### src/sv/pfa_pkg.sv
// types and constants of the page frame allocator
package pfa_pkg;

	// opcodes of an input transaction
	localparam logic [1:0] OP_INIT  = 2'd0;
	localparam logic [1:0] OP_FREE  = 2'd1;
	localparam logic [1:0] OP_ALLOC = 2'd2;

	// result status codes
	localparam logic [1:0] ST_OK      = 2'd0;
	localparam logic [1:0] ST_BAD     = 2'd1;
	localparam logic [1:0] ST_DOUBLE  = 2'd2;
	localparam logic [1:0] ST_NO_PAGE = 2'd3;

	// configuration register indexes
	localparam int unsigned CFG_IDX_W = 1;
	localparam logic [CFG_IDX_W-1:0] CFG_RANGE_START = 1'b0;
	localparam logic [CFG_IDX_W-1:0] CFG_RANGE_END   = 1'b1;

	// configuration reset values
	localparam logic [31:0] RANGE_START_RST = 32'h8000_0000;
	localparam logic [31:0] RANGE_END_RST   = 32'h8800_0000;

	// stream widths
	localparam int unsigned IN_DATA_W  = 40;
	localparam int unsigned OUT_DATA_W = 72;

	typedef enum logic [1:0] {
		S_CLEAR,
		S_IDLE,
		S_FILL,
		S_EXEC
	} state_t;

	// controller to datapath
	typedef struct packed {
		logic ready;
		logic take;
		logic sweep;
		logic commit;
	} pfa_cmd_t;

	// datapath to controller
	typedef struct packed {
		logic is_init;
		logic sweep_done;
		logic out_free;
	} pfa_stat_t;

endpackage

### src/sv/pfa_ctrl.sv
// controller state machine of the page frame allocator
module pfa_ctrl
	import pfa_pkg::*;
(
	input  logic      clk,
	input  logic      arst_n,
	input  logic      in_valid,
	input  pfa_stat_t stat,
	output pfa_cmd_t  cmd
);

	state_t state_q;
	state_t state_nxt;

	always_ff @(posedge clk or negedge arst_n) begin
		if (!arst_n) begin
			state_q <= S_CLEAR;
		end else begin
			state_q <= state_nxt;
		end
	end

	always_comb begin
		state_nxt = state_q;
		unique case (state_q)
			S_CLEAR: begin
				if (stat.sweep_done) state_nxt = S_IDLE;
			end
			S_IDLE: begin
				if (in_valid) state_nxt = stat.is_init ? S_FILL : S_EXEC;
			end
			S_FILL: begin
				if (stat.sweep_done) state_nxt = S_EXEC;
			end
			S_EXEC: begin
				if (stat.out_free) state_nxt = S_IDLE;
			end
			default: state_nxt = S_CLEAR;
		endcase
	end

	always_comb begin
		cmd = '0;
		unique case (state_q)
			S_CLEAR: begin
				cmd.sweep = 1'b1;
			end
			S_IDLE: begin
				cmd.ready = 1'b1;
				cmd.take  = in_valid;
			end
			S_FILL: begin
				cmd.sweep = 1'b1;
			end
			S_EXEC: begin
				cmd.commit = stat.out_free;
			end
			default: cmd = '0;
		endcase
	end

endmodule

### config.mk
export PLATFORM = sky130hd
export DESIGN_NAME = pfa_ctrl
export DESIGN_NICKNAME = d
export VERILOG_FILES = /design/src/sv/pfa_pkg.sv /design/src/sv/pfa_ctrl.sv
export SDC_FILE = /design/constraint.sdc
export NUM_CORES = 1
export LEC_CHECK = 0
export BUFFER_PORTS_ARGS = -buffer_cell sky130_fd_sc_hd__buf_2
export CAP_MARGIN = 25
export CORE_AREA = 2 2 39 41
export CTS_BUF_LIST = sky130_fd_sc_hd__clkbuf_16
export DETAILED_ROUTE_END_ITERATION = 8
export DIE_AREA = 0 0 41 43
export SLEW_MARGIN = 5
export SYNTH_ARGS = -nofsm -noshare
export SYNTH_HDL_FRONTEND = slang
export SYNTH_SLANG_ARGS = --single-unit
export TNS_END_PERCENT = 20
### constraint.sdc
create_clock -name clk -period 2.1 [get_ports clk]
set_input_delay 0.315 -clock clk [delete_from_list [all_inputs] [get_ports clk]]
set_output_delay 0.315 -clock clk [all_outputs]
set_load 0.01 [all_outputs]
# Word level (Yosys, flattened, before mapping)
# Index checks and enable logic that the tools add are counted.
[op_classes] shift=0 mul=0 bitwise_logic=0 add_sub_neg=0 reduce_logical=3 div=0 mux=9 n_lt_le_gt_ge=0 n_eq_ne=7
[ops] cell="$mux W2" n=5
[ops] cell="$ne A2 B2 Y1 const B" n=4
[ops] cell="$pmux W2 S4" n=1
[ops] cell="$eq A2 B2 Y1 const B" n=2
[ops] cell="$reduce_and A4 Y1" n=1
[ops] cell="$mux W1" n=3
[ops] cell="$eq A2 B1 Y1 const B" n=1
[ops] cell="$logic_not A2 Y1" n=1
[ops] cell="$reduce_or A2 Y1" n=1
[totals] latch_bits=0 rom_bits=0 ramBits=0 out_inout_bits=4 elab_cells=20 n_memories=0 inputBits=6 ff_bits=2

# Logic depth before layout (Yosys ltp)
[logic_depth] word_depth=3 depth_mapped=5 depth_no_buf=5

# Worst setup path after synthesis
# Ideal clock, no wire load.
[synth_path] kind="register -> register" startpoint="reg state_q[0]" endpoint="reg state_q[1]" t_arrival_ns=1.216 setup_slack_ns=0.759 path_buffers=0 setup_time_ns=0.125 period_less_slack_ns=1.341 required_ns=1.975 path_stages_with_launch=6 path_cell_list="dfrtp_1 -> inv_1 -> ha_1 -> nor2_2 -> o221ai_2 -> mux2_4"
[synth_between] elab_chain_cells=3 word_cells_on_any_way=10 cone_classes="eq/ne: 7; mux: 1; reduce/logical: 2"
[synth_rtl] item="from (decl)" line="pfa_ctrl.sv:12" rtl="state_t state_q;"
[synth_rtl] item="from (signal assigned)" line="pfa_ctrl.sv:19" rtl="state_q <= state_nxt;"
[synth_rtl] item="$eq A2 B2 Y1 (tied with other cells)" line="pfa_ctrl.sv:25" rtl="unique case (state_q)"
[synth_rtl] item="$ne A2 B2 Y1 (no source line)"
[synth_rtl] item="$reduce_and A4 Y1 (no source line)"
# Several ways; a longest one is shown, not always the timed one.
# A chain may end at the register's enable or synchronous reset.

==> metrics.log <==
INFO  metric max_vdd_drop = 0.289 mV
INFO  metric critical_path.top_delay_family = flip-flops
INFO  metric setup_tns_after_final_layout = 0 ps
INFO  metric synth-seq-area-share = 24.0%
INFO  metric max_clock_freq = 0.606 GHz
INFO  metric cts_buffer_depth = 2
INFO  metric worst-slew-pin-transition = 240 ps
INFO  metric p_leak = 0.191 nW
INFO  metric required = 1780 ps
INFO  metric holdCritPathClass = in2async
INFO  metric cp-startpoint = state_q[1]
INFO  metric crit_end = cmd[1]
INFO  metric initial_antenna_violation_count = 0
INFO  metric rows = 14
INFO  metric most_frequent_cells_in_the_layout = sky130_fd_sc_hd__buf_2 (9), sky130_fd_sc_hd__ha_1 (5), sky130_fd_sc_hd__inv_1 (3), sky130_fd_sc_hd__clkbuf_16 (3)
INFO  metric outcome = complete, no violations
INFO  metric period_needed = 1650 ps
INFO  metric cp_max_fo = 5
INFO  metric worstReg2RegStart = state_q[0]
INFO  metric grt_util_all_layers = 6.61%
INFO  metric drt_drc_violations_left = 0
INFO  metric regMostFlops = state_q
INFO  metric synth.lib_cells_used.distinct = 12
INFO  metric grt_overflow = 0
INFO  metric path_cells = inv_1 > ha_1 > or2_2 > buf_2
INFO  metric detailed_route_iter0_violations = 2
INFO  metric crit_path_end_kind = output pin
INFO  metric hold_viol = 0
INFO  metric cts_inserted_buffers = 3
INFO  metric postRouteWirelength = 391 um
INFO  metric reg2reg_to = state_q[1]
INFO  metric post_drt_via_cell_ratio = 3.61
INFO  metric slowest_delay = 410 ps
INFO  metric overall_die_width = 41 um
INFO  metric fp.dieArea = 1760 um2
INFO  metric die_h = 43 um
INFO  metric crit_type = reg2out
INFO  metric relSlewSlack = 84.0%
INFO  metric crit_cells = 4
INFO  metric syn-cell-area = 209 um2
INFO  metric worstSkewPairLatency = 220 ps
INFO  metric crit_path_top_delay_cell = sky130_fd_sc_hd__dfrtp_1
INFO  metric clkTransAtPathRegs = 30 ps
INFO  metric largest_reg_flops = 2
INFO  metric cell_at_the_root_of_the_clock_tree = sky130_fd_sc_hd__clkbuf_16
INFO  metric ff2ff_path_depth = 5
INFO  metric numPortBuffers = 9
INFO  metric setup.worst_path.start_class = register
INFO  metric ratio_of_cells_with_drive_above_1_in_the_final_layout = 48.5%
INFO  metric min_period_over_period = 78.6%
INFO  metric core-area = 1380 um2
INFO  metric top_regs = state_q x2
INFO  metric cp_num_buf_inv = 2
INFO  metric ctsHtreeMaxLevel = 1
INFO  metric yosys_warnings = 0
INFO  metric groute.layer.met2.usage = 11.3%
INFO  metric leading_cell_type_in_the_layout_fill_and_taps_excluded = sky130_fd_sc_hd__buf_2
INFO  metric num-fill-cells = 162
INFO  metric final_antenna_net_count = 0
INFO  metric boundaryPins = 10
INFO  metric via_count = 177
INFO  metric fin_skew = 0.127 ps
INFO  metric grt_first_pass_wirelength = 738 um
INFO  metric postSynthNetCount = 31
INFO  metric yosys_register_bits = 2
INFO  metric starting_density_of_the_core = 15.1%
INFO  metric maxCapViolCount = 0
INFO  metric grt_max_degree = 6
INFO  metric global_route.peak_usage_layer = met2
INFO  metric tritoncts_clock_tree = yes
INFO  metric dr.pass1.iters = 2
INFO  metric worst_ep_arrival_time = 1340 ps
INFO  metric area_delta_synth_final = 71.9%
INFO  metric n_antenna_cell = 0
INFO  metric rsz0062_at_grt = no
INFO  metric slew_viol_final = 0
INFO  metric globalRouteMet3Util = 1.57%
INFO  metric average_routed_wire_per_standard_cell = 7.98 um
INFO  metric r2r_slack = 670 ps
INFO  metric fin_nets = 46
INFO  metric setup_viol = 0
INFO  metric grt_pass1_vias = 205
INFO  metric postSynthAreaPerCell = 10.4 um2
INFO  metric synthesis.instances = 20
INFO  metric tritoncts_num_sinks = 2
INFO  metric met1_layer_usage_reported_by_global_route = 4.79%
INFO  metric fin_hold_ws = 418 ps
INFO  metric pwr_density_cell = 1790 nW/um2
INFO  metric gp_routability_congestion = 0.633
-- per-layer routing --
metal | vias up | share of wire (%) | routed length [um]
li1 | 91 | - | -
met1 | 83 | 35 | 137
met2 | 3 | 61 | 240
met3 | 0 | 3.3 | 13
met4 | 0 | 0 | 0
met5 | - | 0 | 0
-- power breakdown --
group          internal, mW  leakage [nW]  switching, mW
logic                 0.149         0.132          0.130
clock network         0.242        0.0370         0.0409
registers            0.0605        0.0225         0.0211
total                 0.451         0.191          0.192
-- worst min path at each step --
| stage | startpoint | endpoint | slack [ps] |
|---|---|---|---|
| 2_1_floorplan | arst_n | state_q[0] | 20 |
| 6_report | arst_n | state_q[1] | 420 |
| 3_3_place_gp | arst_n | state_q[1] | 100 |
| 5_1_grt | arst_n | state_q[0] | 440 |
| 3_5_place_dp | arst_n | state_q[1] | 100 |
| 4_1_cts | arst_n | state_q[1] | 420 |
-- what timing repair did --
| item | 4_1_cts | 5_1_grt |
|---|---|---|
| hold buffers | 1 | 0 |
| resized for setup | 0 | 0 |
| buffers inserted | 0 | 0 |
| hold endpoints to repair | 2 | 0 |
-- area by class of cell --
type	count	area, um2	area share [%]
sequential	2	50.0	13.9
tap	16	20.0	5.57
inverter	3	11.3	3.14
multi-input combinational	15	148	41.1
timing repair buffer	10	55.1	15.3
clock buffer	3	75.1	20.9
-- stage by stage --
stage               power (mW)  setup slack, ps  util [%]  cells  instance area, um2
floorplan                0.292              759         -     20                 209
global placement         0.359              686      19.8     45                 274
detailed placement       0.365              661      19.8     45                 274
CTS                      0.660              425      25.9     49                 359
global route             0.702              353      25.9     49                 359
finish                   0.643              449      25.9     49                 359
-- kinds of logic after synthesis --
group / count (synthesis) / share of synthesized area (%)
AO/OA/AOI/OAI: 1 / 7.18
adder cells (fa/ha/maj): 5 / 29.9
buffers and inverters: 3 / 5.39
flip-flops: 2 / 24.0
multiplexers: 2 / 12.0
AND/OR/NAND/NOR: 7 / 21.6
-- Yosys cell counts, drive strengths merged --
cell type / n / area (um2)
mux2i: 1 / 10.0
nor2b: 1 / 6.26
nand2b: 1 / 6.26
dfrtp: 2 / 50.1
or2: 1 / 6.26
nor2: 1 / 6.26
mux2: 1 / 15.0
and2: 2 / 12.5
ha: 5 / 62.6
o221ai: 1 / 15.0
inv: 3 / 11.3
nor3b: 1 / 7.51
(Power assumes the default switching activity.)
